### src/mrco_pkg.sv
// Shared types, constants and helper functions for the matroid rank and closure oracle.
`timescale 1ns / 1ps

package mrco_pkg;

  localparam int MASK_W           = 16;
  localparam int ELEM_W           = 5;
  localparam int RANK_W           = 5;
  localparam int KIND_W           = 2;
  localparam int MAX_ELEMENTS     = 16;
  localparam int DEF_MAX_BASES    = 256;
  localparam int APB_ADDR_W       = 3;
  localparam int APB_DATA_W       = 32;
  localparam int ELEM_COUNT_RESET = 16;

  localparam logic [KIND_W-1:0] KIND_CLEAR  = 2'd0;
  localparam logic [KIND_W-1:0] KIND_APPEND = 2'd1;
  localparam logic [KIND_W-1:0] KIND_QUERY  = 2'd2;

  localparam logic REG_IDX_ELEMENT_COUNT = 1'b0;

  localparam logic STATUS_OK   = 1'b0;
  localparam logic STATUS_FULL = 1'b1;

  // Commands from the controller to the datapath.
  typedef struct packed {
    logic load;
    logic clear;
    logic append;
    logic scan_f;
    logic scan_bit;
    logic rank_latch;
    logic bit_decide;
    logic bit_next;
    logic out_load;
  } mrco_cmd_t;

  // Status from the datapath to the controller.
  typedef struct packed {
    logic [KIND_W-1:0] kind;
    logic              scan_done;
    logic              bits_done;
    logic              bit_in_set;
  } mrco_stat_t;

  function automatic logic [RANK_W-1:0] popcount16(input logic [MASK_W-1:0] v);
    logic [RANK_W-1:0] c;
    c = '0;
    for (int k = 0; k < MASK_W; k++) begin
      c = c + RANK_W'(v[k]);
    end
    return c;
  endfunction

  // Number of elements the closure scans, saturated to the element and mask limits.
  function automatic logic [ELEM_W-1:0] elem_limit(input logic [ELEM_W-1:0] n);
    logic [ELEM_W-1:0] lim;
    lim = (MAX_ELEMENTS < MASK_W) ? ELEM_W'(MAX_ELEMENTS) : ELEM_W'(MASK_W);
    return (n > lim) ? lim : n;
  endfunction

endpackage

### src/mrco_in_if.sv
// Input channel interface: operation kind and set mask with valid/ready.
`timescale 1ns / 1ps

interface mrco_in_if import mrco_pkg::*; ();
  logic              valid;
  logic              ready;
  logic [KIND_W-1:0] kind;
  logic [MASK_W-1:0] set_mask;

  modport source(output valid, kind, set_mask, input ready);
  modport sink(input valid, kind, set_mask, output ready);
endinterface

### src/mrco_out_if.sv
// Output channel interface: rank, closure and status with valid/ready.
`timescale 1ns / 1ps

interface mrco_out_if import mrco_pkg::*; ();
  logic              valid;
  logic              ready;
  logic [RANK_W-1:0] rank_value;
  logic [MASK_W-1:0] closure_mask;
  logic              status;

  modport source(output valid, rank_value, closure_mask, status, input ready);
  modport sink(input valid, rank_value, closure_mask, status, output ready);
endinterface

### src/mrco_datapath.sv
// Datapath: basis memory, rank scan engine, closure registers and result registers.
`timescale 1ns / 1ps

module mrco_datapath import mrco_pkg::*; #(
  parameter int MAX_BASES = DEF_MAX_BASES
) (
  input  logic              clk,
  input  logic              rst,
  input  mrco_cmd_t         cmd,
  output mrco_stat_t        stat,
  input  logic [KIND_W-1:0] in_kind,
  input  logic [MASK_W-1:0] in_set_mask,
  input  logic [ELEM_W-1:0] element_count,
  output logic [RANK_W-1:0] rank_value,
  output logic [MASK_W-1:0] closure_mask,
  output logic              status
);

  localparam int CNT_W = $clog2(MAX_BASES + 1);
  localparam int IDX_W = (MAX_BASES > 1) ? $clog2(MAX_BASES) : 1;

  logic [MASK_W-1:0] basis_mem [MAX_BASES];
  logic [MASK_W-1:0] rd_data;

  logic [CNT_W-1:0]  count;
  logic [CNT_W-1:0]  scan_addr;
  logic              scan_active;
  logic              rd_pend;
  logic [RANK_W-1:0] best;
  logic [MASK_W-1:0] cand;

  logic [KIND_W-1:0] kind_r;
  logic [MASK_W-1:0] f_r;
  logic [MASK_W-1:0] cl_r;
  logic [RANK_W-1:0] r_r;
  logic              status_r;
  logic [ELEM_W-1:0] i_cnt;

  logic              full;
  logic              scan_start;
  logic [MASK_W-1:0] bit_mask;
  logic [ELEM_W-1:0] n_sat;
  logic [RANK_W-1:0] pc;

  assign full       = (count == CNT_W'(MAX_BASES));
  assign scan_start = cmd.scan_f | cmd.scan_bit;
  assign bit_mask   = MASK_W'(1) << i_cnt[$clog2(MASK_W)-1:0];
  assign n_sat      = elem_limit(element_count);
  assign pc         = popcount16(cand & rd_data);

  assign stat.kind       = kind_r;
  assign stat.scan_done  = !scan_active && !rd_pend;
  assign stat.bits_done  = (i_cnt >= n_sat);
  assign stat.bit_in_set = |(cl_r & bit_mask);

  // Single write port for appends, single registered read port for the scan.
  always_ff @(posedge clk) begin
    if (cmd.append && !full) begin
      basis_mem[count[IDX_W-1:0]] <= f_r;
    end
    rd_data <= basis_mem[scan_addr[IDX_W-1:0]];
  end

  always_ff @(posedge clk) begin
    if (rst) begin
      count       <= '0;
      scan_active <= 1'b0;
      rd_pend     <= 1'b0;
      scan_addr   <= '0;
      best        <= '0;
    end else begin
      if (cmd.clear) begin
        count <= '0;
      end else if (cmd.append && !full) begin
        count <= count + 1'b1;
      end
      if (scan_start) begin
        scan_addr   <= '0;
        scan_active <= (count != '0);
        rd_pend     <= 1'b0;
        best        <= '0;
      end else begin
        rd_pend <= scan_active;
        if (scan_active) begin
          scan_addr <= scan_addr + 1'b1;
          if (CNT_W'(scan_addr + 1'b1) == count) begin
            scan_active <= 1'b0;
          end
        end
        // Read data arrives in the cycle after its address is presented.
        if (rd_pend && (pc > best)) begin
          best <= pc;
        end
      end
    end
  end

  always_ff @(posedge clk) begin
    if (cmd.load) begin
      kind_r   <= in_kind;
      f_r      <= in_set_mask;
      cl_r     <= in_set_mask;
      i_cnt    <= '0;
      status_r <= STATUS_OK;
    end
    if (cmd.append && full) begin
      status_r <= STATUS_FULL;
    end
    if (scan_start) begin
      cand <= cmd.scan_f ? f_r : (cl_r | bit_mask);
    end
    if (cmd.rank_latch) begin
      r_r <= best;
    end
    // The element stays only if adding it did not raise the rank.
    if (cmd.bit_decide && (best <= r_r)) begin
      cl_r <= cl_r | bit_mask;
    end
    if (cmd.bit_next) begin
      i_cnt <= i_cnt + 1'b1;
    end
    if (cmd.out_load) begin
      rank_value   <= (kind_r == KIND_QUERY) ? r_r : '0;
      closure_mask <= (kind_r == KIND_QUERY) ? cl_r : '0;
      status       <= status_r;
    end
  end

`ifndef NO_ASSERTIONS
  a_scan_in_range: assert property (@(posedge clk) disable iff (rst)
    scan_active |-> (scan_addr < count))
    else $error("scan address beyond stored bases");

  a_count_bound: assert property (@(posedge clk) disable iff (rst)
    count <= CNT_W'(MAX_BASES))
    else $error("basis count exceeds table depth");

  a_full_flag: assert property (@(posedge clk) disable iff (rst)
    (cmd.append && full) |=> (status_r == STATUS_FULL))
    else $error("dropped append not flagged");
`endif

endmodule

### src/mrco_ctrl.sv
// Controller state machine sequencing clear, append and query transactions.
`timescale 1ns / 1ps

module mrco_ctrl import mrco_pkg::*; (
  input  logic       clk,
  input  logic       rst,
  input  logic       in_valid,
  output logic       in_ready,
  output logic       out_valid,
  input  logic       out_ready,
  input  mrco_stat_t stat,
  output mrco_cmd_t  cmd
);

  typedef enum logic [2:0] {
    IDLE,
    EXEC,
    RANK_SCAN,
    CLOSE_CHECK,
    CLOSE_SCAN,
    FINISH
  } state_t;

  state_t state;
  state_t state_next;

  assign in_ready = (state == IDLE);

  always_comb begin
    cmd        = '0;
    state_next = state;
    unique case (state)
      IDLE: begin
        if (in_valid) begin
          cmd.load   = 1'b1;
          state_next = EXEC;
        end
      end
      EXEC: begin
        unique case (stat.kind)
          KIND_CLEAR: begin
            cmd.clear  = 1'b1;
            state_next = FINISH;
          end
          KIND_APPEND: begin
            cmd.append = 1'b1;
            state_next = FINISH;
          end
          KIND_QUERY: begin
            cmd.scan_f = 1'b1;
            state_next = RANK_SCAN;
          end
          default: state_next = FINISH;
        endcase
      end
      RANK_SCAN: begin
        if (stat.scan_done) begin
          cmd.rank_latch = 1'b1;
          state_next     = CLOSE_CHECK;
        end
      end
      CLOSE_CHECK: begin
        priority if (stat.bits_done) begin
          state_next = FINISH;
        end else if (stat.bit_in_set) begin
          cmd.bit_next = 1'b1;
        end else begin
          cmd.scan_bit = 1'b1;
          state_next   = CLOSE_SCAN;
        end
      end
      CLOSE_SCAN: begin
        if (stat.scan_done) begin
          cmd.bit_decide = 1'b1;
          cmd.bit_next   = 1'b1;
          state_next     = CLOSE_CHECK;
        end
      end
      FINISH: begin
        if (!out_valid || out_ready) begin
          cmd.out_load = 1'b1;
          state_next   = IDLE;
        end
      end
      default: state_next = IDLE;
    endcase
  end

  always_ff @(posedge clk) begin
    if (rst) begin
      state     <= IDLE;
      out_valid <= 1'b0;
    end else begin
      state <= state_next;
      if (cmd.out_load) begin
        out_valid <= 1'b1;
      end else if (out_ready) begin
        out_valid <= 1'b0;
      end
    end
  end

`ifndef NO_ASSERTIONS
  a_one_at_a_time: assert property (@(posedge clk) disable iff (rst)
    (in_valid && in_ready) |=> !in_ready)
    else $error("second transaction accepted while busy");

  a_no_overwrite: assert property (@(posedge clk) disable iff (rst)
    cmd.out_load |-> (!out_valid || out_ready))
    else $error("pending result overwritten");

  a_scan_when_free: assert property (@(posedge clk) disable iff (rst)
    (cmd.scan_f || cmd.scan_bit) |-> stat.scan_done)
    else $error("scan started while previous scan running");
`endif

endmodule

### src/matroid_rank_closure_oracle.sv
// Top level: matroid rank and closure oracle with APB register port.
// Clear, append and unused kinds pass through EXEC and FINISH to the result register.
// A query runs one rank scan of F, then one closure scan for each scanned element
// not in F; each rank scan reads one basis per cycle from the registered read port
// of the basis memory. One transaction is in flight at a time; the output register
// holds a result while the next transaction is accepted.
// Synchronous reset empties the basis table (count only) and sets element_count to 16.
`timescale 1ns / 1ps

module matroid_rank_closure_oracle import mrco_pkg::*; #(
  parameter int MAX_BASES = DEF_MAX_BASES
) (
  input  logic                  clk,
  input  logic                  rst,
  mrco_in_if.sink               in_ch,
  mrco_out_if.source            out_ch,
  input  logic                  psel,
  input  logic                  penable,
  input  logic                  pwrite,
  input  logic [APB_ADDR_W-1:0] paddr,
  input  logic [APB_DATA_W-1:0] pwdata,
  output logic [APB_DATA_W-1:0] prdata,
  output logic                  pready
);

  logic [ELEM_W-1:0] element_count;
  mrco_cmd_t         cmd;
  mrco_stat_t        stat;
  logic              reg_sel;

  assign pready  = 1'b1;
  assign reg_sel = (paddr[APB_ADDR_W-1] == REG_IDX_ELEMENT_COUNT);
  assign prdata  = reg_sel ? APB_DATA_W'(element_count) : '0;

  always_ff @(posedge clk) begin
    if (rst) begin
      element_count <= ELEM_W'(ELEM_COUNT_RESET);
    end else if (psel && penable && pwrite && pready && reg_sel) begin
      element_count <= pwdata[ELEM_W-1:0];
    end
  end

  mrco_ctrl u_ctrl (
    .clk       (clk),
    .rst       (rst),
    .in_valid  (in_ch.valid),
    .in_ready  (in_ch.ready),
    .out_valid (out_ch.valid),
    .out_ready (out_ch.ready),
    .stat      (stat),
    .cmd       (cmd)
  );

  mrco_datapath #(
    .MAX_BASES (MAX_BASES)
  ) u_datapath (
    .clk           (clk),
    .rst           (rst),
    .cmd           (cmd),
    .stat          (stat),
    .in_kind       (in_ch.kind),
    .in_set_mask   (in_ch.set_mask),
    .element_count (element_count),
    .rank_value    (out_ch.rank_value),
    .closure_mask  (out_ch.closure_mask),
    .status        (out_ch.status)
  );

endmodule
### src/flat_wrapper.sv
// flat-port wrapper written by rule: the top's interface ports become plain ports
module matroid_rank_closure_oracle_flat import mrco_pkg::*;
#(
  parameter int MAX_BASES = DEF_MAX_BASES
)
  (clk, rst, psel, penable, pwrite, paddr, pwdata, prdata, pready, in_ch_valid, in_ch_kind, in_ch_set_mask, in_ch_ready, out_ch_valid, out_ch_rank_value, out_ch_closure_mask, out_ch_status, out_ch_ready);
  mrco_in_if in_ch_i ();
  mrco_out_if out_ch_i ();
  input  logic clk;
  input  logic rst;
  input  logic psel;
  input  logic penable;
  input  logic pwrite;
  input  logic [APB_ADDR_W-1:0] paddr;
  input  logic [APB_DATA_W-1:0] pwdata;
  output logic [APB_DATA_W-1:0] prdata;
  output logic pready;
  input wire logic [$bits(in_ch_i.valid)-1:0] in_ch_valid;
  input wire logic [$bits(in_ch_i.kind)-1:0] in_ch_kind;
  input wire logic [$bits(in_ch_i.set_mask)-1:0] in_ch_set_mask;
  output wire logic [$bits(in_ch_i.ready)-1:0] in_ch_ready;
  output wire logic [$bits(out_ch_i.valid)-1:0] out_ch_valid;
  output wire logic [$bits(out_ch_i.rank_value)-1:0] out_ch_rank_value;
  output wire logic [$bits(out_ch_i.closure_mask)-1:0] out_ch_closure_mask;
  output wire logic [$bits(out_ch_i.status)-1:0] out_ch_status;
  input wire logic [$bits(out_ch_i.ready)-1:0] out_ch_ready;
  assign in_ch_i.valid = in_ch_valid;
  assign in_ch_i.kind = in_ch_kind;
  assign in_ch_i.set_mask = in_ch_set_mask;
  assign in_ch_ready = in_ch_i.ready;
  assign out_ch_valid = out_ch_i.valid;
  assign out_ch_rank_value = out_ch_i.rank_value;
  assign out_ch_closure_mask = out_ch_i.closure_mask;
  assign out_ch_status = out_ch_i.status;
  assign out_ch_i.ready = out_ch_ready;
  matroid_rank_closure_oracle #(.MAX_BASES(MAX_BASES)) u_core (.clk(clk), .rst(rst), .in_ch(in_ch_i), .out_ch(out_ch_i), .psel(psel), .penable(penable), .pwrite(pwrite), .paddr(paddr), .pwdata(pwdata), .prdata(prdata), .pready(pready));
endmodule
### config.mk
export PLATFORM = sky130hd
export DESIGN_NAME = matroid_rank_closure_oracle_flat
export DESIGN_NICKNAME = d
export VERILOG_FILES = /design/src/mrco_pkg.sv /design/src/mrco_in_if.sv /design/src/mrco_out_if.sv /design/src/mrco_datapath.sv /design/src/mrco_ctrl.sv /design/src/matroid_rank_closure_oracle.sv /design/src/flat_wrapper.sv
export SDC_FILE = /design/constraint.sdc
export NUM_CORES = 2
export LEC_CHECK = 0
export BUFFER_PORTS_ARGS = -buffer_cell sky130_fd_sc_hd__buf_2
export CORE_MARGIN = 2
export CORE_UTILIZATION = 45
export CTS_CLUSTER_SIZE = 8
export DETAILED_ROUTE_END_ITERATION = 12
export PLACE_DENSITY = 0.73
export SETUP_SLACK_MARGIN = 0.1
export SYNTH_ARGS = -nofsm -noshare
export SYNTH_HDL_FRONTEND = slang
export SYNTH_HIERARCHICAL = 1
export SYNTH_SLANG_ARGS = --single-unit
### constraint.sdc
create_clock -name clk -period 4.3 [get_ports clk]
set_input_delay 0.86 -clock clk [delete_from_list [all_inputs] [get_ports clk]]
set_output_delay 0.86 -clock clk [all_outputs]
set_load 0.01 [all_outputs]
**Word-level counts from Yosys, hierarchy flattened**

Memory sizes are Yosys's and may differ from the RTL's. A register that Yosys moved wholly into a read port is not among the register bits.
Index checks and enable logic that the tools add are counted.

- Add/subtract/negate cells: 18
- Magnitude comparators: 4
- Equality and inequality tests: 13
- Shift operators: 1
- Mux-type cells: 39
- Bitwise logic cells: 5
- Reductions and logical operators: 24

Operator list:

| operator | number |
|---|---|
| $add 5x1->5 | 11 |
| $mux 16 | 3 |
| $and 16x16->16 | 2 |
| $mux 1 | 22 |
| $mux 3 | 7 |
| $mux 5 | 4 |
| $add 9x1->9 const B | 2 |
| $or 16x16->16 | 1 |
| $reduce_or 16->1 | 1 |
| $shl 1x4->16 const A | 1 |
| $pmux 3 s5 | 1 |
| $eq 9x9->1 | 1 |
| $eq 9x9->1 const B | 1 |
| $reduce_bool 9->1 | 1 |
| $logic_and 1x1->1 | 8 |
| $eq 3x2->1 const B | 2 |
| $eq 3x3->1 const B | 2 |
| $reduce_bool 2->1 | 3 |
| $reduce_or 2->1 | 3 |
| $add 4x1->5 | 1 |
| $add 5x1->5 const B | 1 |
| $ge 5x5->1 | 1 |
| $gt 5x5->1 | 1 |
| $gt 5x5->1 const B | 1 |
| other kinds (19) | 23 |

- Flip-flop bits (word level): 117
- Memory bits (writable): 4096
- Input port bits: 60
- Output and inout port bits: 57
- Logic and storage cells: 123
- Memories kept: 1

Memories:

| memory | depth | width | read ports | clocked after Yosys merged registers in | wr ports | RTL line | text |
|---|---|---|---|---|---|---|---|
| u_core.u_datapath.basis_mem | 256 | 16 | 1 | 1 | 1 | mrco_datapath.sv:22 | `logic [MASK_W-1:0] basis_mem [MAX_BASES];` |

**Longest topological paths before layout**

- Depth after elaboration: 18
- Mapped depth: 19
- Gate-level depth less buffers: 19

**Cells and area by module**

The synthesis kept the hierarchy.

Modules (own cells, without submodules):

| module | instances | cells each | area each (µm²) | seq. area each (µm²) |
|---|---|---|---|---|
| mrco_datapath | 1 | 7759 | 163714.5 | 126301.1 |
| matroid_rank_closure_oracle | 1 | 58 | 494.2 | 100.1 |
| mrco_ctrl | 1 | 54 | 400.4 | 80.1 |

**Worst setup path before layout**

No wires, ideal clock.

- Path kind: reg2reg
- From: register u_core.u_datapath.cand[15]
- To: register u_core.u_datapath.best[3]
- Setup time: 0.128 ns
- Data arrival time: 4.642 ns
- Data required time: 4.172 ns
- Slack: -0.469 ns
- Cell stages (with the launch flop): 18
- Path buffers: 0
- Cells stage by stage: edfxtp_1 and2_1 fa_1 fa_1 inv_1 fa_1 inv_1 fa_1 ha_1 fa_1 xor2_1 ha_1 o21a_1 o21a_1 o21ai_0 a21oi_1 mux2i_1 nor2_1

- Cells in the longest elaborated chain, start to end: 4

RTL lines:

| what | RTL line | text |
|---|---|---|
| start: declaration | mrco_datapath.sv:30 | `logic [MASK_W-1:0] cand;` |
| start signal: assignment | mrco_datapath.sv:110 | `cand <= cmd.scan_f ? f_r : (cl_r \| bit_mask);` |
| $and 16x16->16 | mrco_datapath.sv:49 | `assign pc = popcount16(cand & rd_data);` |
| $add 5x1->5 | mrco_pkg.sv:50 | `c = c + RANK_W'(v[k]);` |
| named net u_core.u_datapath.pc[2] | mrco_datapath.sv:43 | `logic [RANK_W-1:0] pc;` |
| $gt 5x5->1 | mrco_datapath.sv:91 | `if (rd_pend && (pc > best)) begin` |
| $logic_and 1x1->1 | mrco_datapath.sv:91 |  |
| end signal: assignment | mrco_datapath.sv:92 | `best <= pc;` |
| end: declaration | mrco_datapath.sv:29 | `logic [RANK_W-1:0] best;` |

The timed path passes the listed nets, and every way through them passes these cells.
A chain may end at the register's enable or synchronous reset.

**Worst setup path in the final report**

- From: register u_core.u_datapath.cand[11]
- To: register u_core.u_datapath.best[2]

- Cells in the longest elaborated chain, start to end: 8

RTL lines:

| what | RTL line |
|---|---|
| $and 16x16->16 | mrco_datapath.sv:49 |
| $add 5x1->5 (5 in series) | mrco_pkg.sv:50 |
| named net u_core.u_datapath.pc[1] | mrco_datapath.sv:43 |
| $gt 5x5->1 | mrco_datapath.sv:91 |
| $logic_and 1x1->1 | mrco_datapath.sv:91 |

The timed path passes the listed nets, and every way through them passes these cells.

==> impl_metrics.toml <==
[clock_network]
postCtsHoldBufs = 0
tritoncts = "built"
cts_buffer_depth = 4
cts_buffers = 604
numClockSinks = 4229
cts_root_buf = "clkbuf_16"
htreeDepth = 6
clk_latency_ns = 0.98
path_clk_slew_ns = 0.05

[power_and_ir_drop]
power_density_nw_per_um2 = 500
power_mw = 95.7
power_leakage_nw = 59.3
peakVddDrop_mv = 0.335

[drt]
highest_layer = "met5"
first_iter_violations = 13400
m1WireLength_um = 157000
wl_per_cell_um = 32.2
dr_wl_met3_um = 53200
ant_nets = 0
drc = 0
vias = 86600
vias_per_cell = 6.29
wirelength_um = 443000
dr_wl_met2_um = 212000
firstDrtPassIters = 6

[yosys]
yosysSeqAreaShare_pct = 76.8
synthArstFlopShare_pct = 0
synthesis.area_um2 = 165000
postSynthCellCount = 7871
synth-edff-count = 4178
yosys.area_share.simple_pct = 2.17
syn_area_per_cell_um2 = 20.9
synth.distinct_cells = 83
synth_compound_area_share_pct = 3.83
synth_flop_cell = "edfxtp_1"
synth_seq_cells = 4229
synth_xor_xnor_area_share_pct = 0.176
muxShareOfSynthArea_pct = 14.8
synth_top_family_by_area = "multiplexers"
synth_adder_area_share_pct = 0.357
yosys_warnings = 6

[global_routing]
grt_overflow_total = 0
grt_antenna_before_repair = 15
grt_pass1_vias = 87500
grt_max_degree = 202
grt_pass1_wl_um = 632000
grtUsageTotal_pct = 23.5

[placement]
numPlacedInstances = 13000
globalplace.congestion = 0.896
io_buffers = 59
pre_cts_slack_ns = -0.520
hpwlAfterDp_um = 261000

[floorplan]
core_um2 = 365000
die_w_um = 609
start_util_pct = 45.1
dieArea_um2 = 371000
fp.dieH_um = 609
fp-row-count = 222
num_io_pins = 117

[hold_path]
hold_depth = 1
hp-class = "in2reg"

[timing]
relSlewSlack_pct = 8.73
setup_viol_count_final = 5
setup_ws_ns = -0.562
slew_viol_final = 0
clock.fmax_mhz = 206
finalHoldViolCount = 0
rsz0062_at_grt = "true"
finalCritPeriodShare_pct = 113
clock-skew-final_ns = 0.0645
whs_ns = 0.0633
min_period_ns = 4.86
tightest_slew_ns = 1.37

[worst_setup_path]
crit_fanout = 3
r2r_setup_slack_ns = -0.56
critPathCaptureType = "flip-flop"
critical_path_class = "reg2reg"
critPathLaunch = "u_core/u_datapath/cand[11]"
r2r_start = "u_core/u_datapath/cand[11]"
cp-start-kind = "flip-flop"
r2r_cells = 18
cp_data_required_time_ns = 5.09
r2r-end = "u_core/u_datapath/best[2]"
worstSetupEndpoint = "u_core/u_datapath/best[2]"
cp.arrival_ns = 5.65

[run]
maxCapViolations = 0

[outcome]
status = "complete, but fails checks"
violations = "setup timing"

[cells_and_area]
final_cells = 13800
seqCellArea_um2 = 127000
num-nets-final = 8893
multiInputGateArea_um2 = 35300
area_growth_pct = 16.3
drive_gt1_share_pct = 28.0
fillers = 27100
final_core_util_pct = 52.5
[sequential cells by signal, summed over array words and instances (netlist names), 9 cells and up]
register / count
u_core/u_datapath/basis_mem: 4096
u_core/u_datapath/cand: 16
u_core/u_datapath/cl_r: 16
u_core/u_datapath/closure_mask: 16
u_core/u_datapath/count: 9
u_core/u_datapath/f_r: 16
u_core/u_datapath/rd_data: 16
u_core/u_datapath/scan_addr: 9
[worst min-delay path by stage]
stage	start	to	slack (ns)
6_report	in_ch_kind[1]	u_core/u_datapath/kind_r[1]	0.06
5_1_grt	in_ch_kind[1]	u_core/u_datapath/kind_r[1]	0.04
4_1_cts	in_ch_kind[1]	u_core/u_datapath/kind_r[1]	0.04
3_5_place_dp	u_core/u_datapath/status_r	u_core/u_datapath/status	0.47
3_3_place_gp	u_core/u_datapath/status_r	u_core/u_datapath/status	0.47
2_1_floorplan	u_core/u_datapath/status_r	u_core/u_datapath/status	0.41
[synth_stat cells, types with 13 or more instances]
cell,number,area (um^2)
a2111oi_0,13,114
or3_1,32,200
buf_6,62,698
a22oi_1,93,698
o221ai_1,60,526
and2_1,42,263
ha_1,31,388
dfxtp_1,51,1020
inv_1,35,131
o21ai_0,154,771
o31ai_1,69,518
o211ai_1,19,143
a21o_1,17,128
clkbuf_1,197,739
mux2i_1,403,4030
mux2_2,151,1700
edfxtp_1,4178,125000
a311oi_1,20,175
mux4_2,823,18500
buf_2,120,601
a21boi_0,18,135
nand2_1,90,338
nor3_1,27,135
nand3_1,73,365
a21oi_1,107,536
xor2_1,14,123
nor2b_1,39,244
nor2_1,375,1410
a211oi_1,38,285
buf_1,25,93.8
xnor2_1,19,166
nand2b_1,24,150
buf_4,88,661
a22o_1,20,175
o22ai_1,69,432
a221oi_1,115,1010
[report_power, final]
part | leakage (nW) | internal, mW | switching [mW]
combinational | 13.3 | 2.60 | 4.16
clock | 8.02 | 25.7 | 16.5
sequential | 38.0 | 46.6 | 0.179
total | 59.3 | 74.8 | 20.8
[cells by family (layout without fill, tap and decap cells)]
group           Yosys count  in the layout
compound gates          889            889
fa+ha+maj                41             41
flops                  4229           4229
simple gates            761            761
xor+xnor                 33             33
mux                    1378           1378
buf+inv                 538           1571
other cells               2             38
[layout by cell type, fill, tap and decap left out, drive strengths merged, types with 90 or more instances in the layout]
cell and count:
a221oi 116, o21ai 157, mux4 823, buf 791
mux2i 403, mux2 152, nand2 90, nor2 375
edfxtp 4178, a21oi 107, a22oi 93, clkbuf 704
[final cells by class]
cell class	count	share of cell area [%]
well taps	4816	3.15
repair buffers	791	3.64
flip-flops and latches	4229	66.1
diodes	10	0.0131
clock buffers	704	8.27
clock inverters	40	0.322
multi-input cells	3130	18.5
inverters	36	0.0732
[stage by stage]
stage / instance area (um^2) / setup TNS [ns]
3_3_place_gp: 175000 / -3.18
4_1_cts: 191000 / -2.60
6_report: 191000 / -2.70
3_5_place_dp: 175000 / -2.50
5_1_grt: 191000 / -3.41
2_1_floorplan: 165000 / -0.958
[critical path: stages (launching register included)]
cell and delay, ns:
edfxtp_1 0.40, and2_4 0.16, fa_1 0.50, fa_1 0.52
inv_2 0.05, fa_1 0.54, inv_1 0.06, fa_1 0.43
ha_2 0.21, fa_2 0.56, ha_4 0.21, nor2b_4 0.12
o21a_1 0.19, o21a_1 0.19, o21ai_2 0.13, a21oi_2 0.08
buf_4 0.16, mux2i_1 0.14, nor2_1 0.06
[what timing repair did]
item	CTS	global route
setup endpoints to repair	10	6
setup buffers	10	0
pin swaps	1	0
gates resized for setup	2	3
[per-layer routing]
layer	up-vias	track usage, %
met1	45100	30.7
met4	6	10.4
li1	34500	-
met3	964	5.86
met5	-	0
met2	6025	37.4
Power figures use the tool's default switching activity.
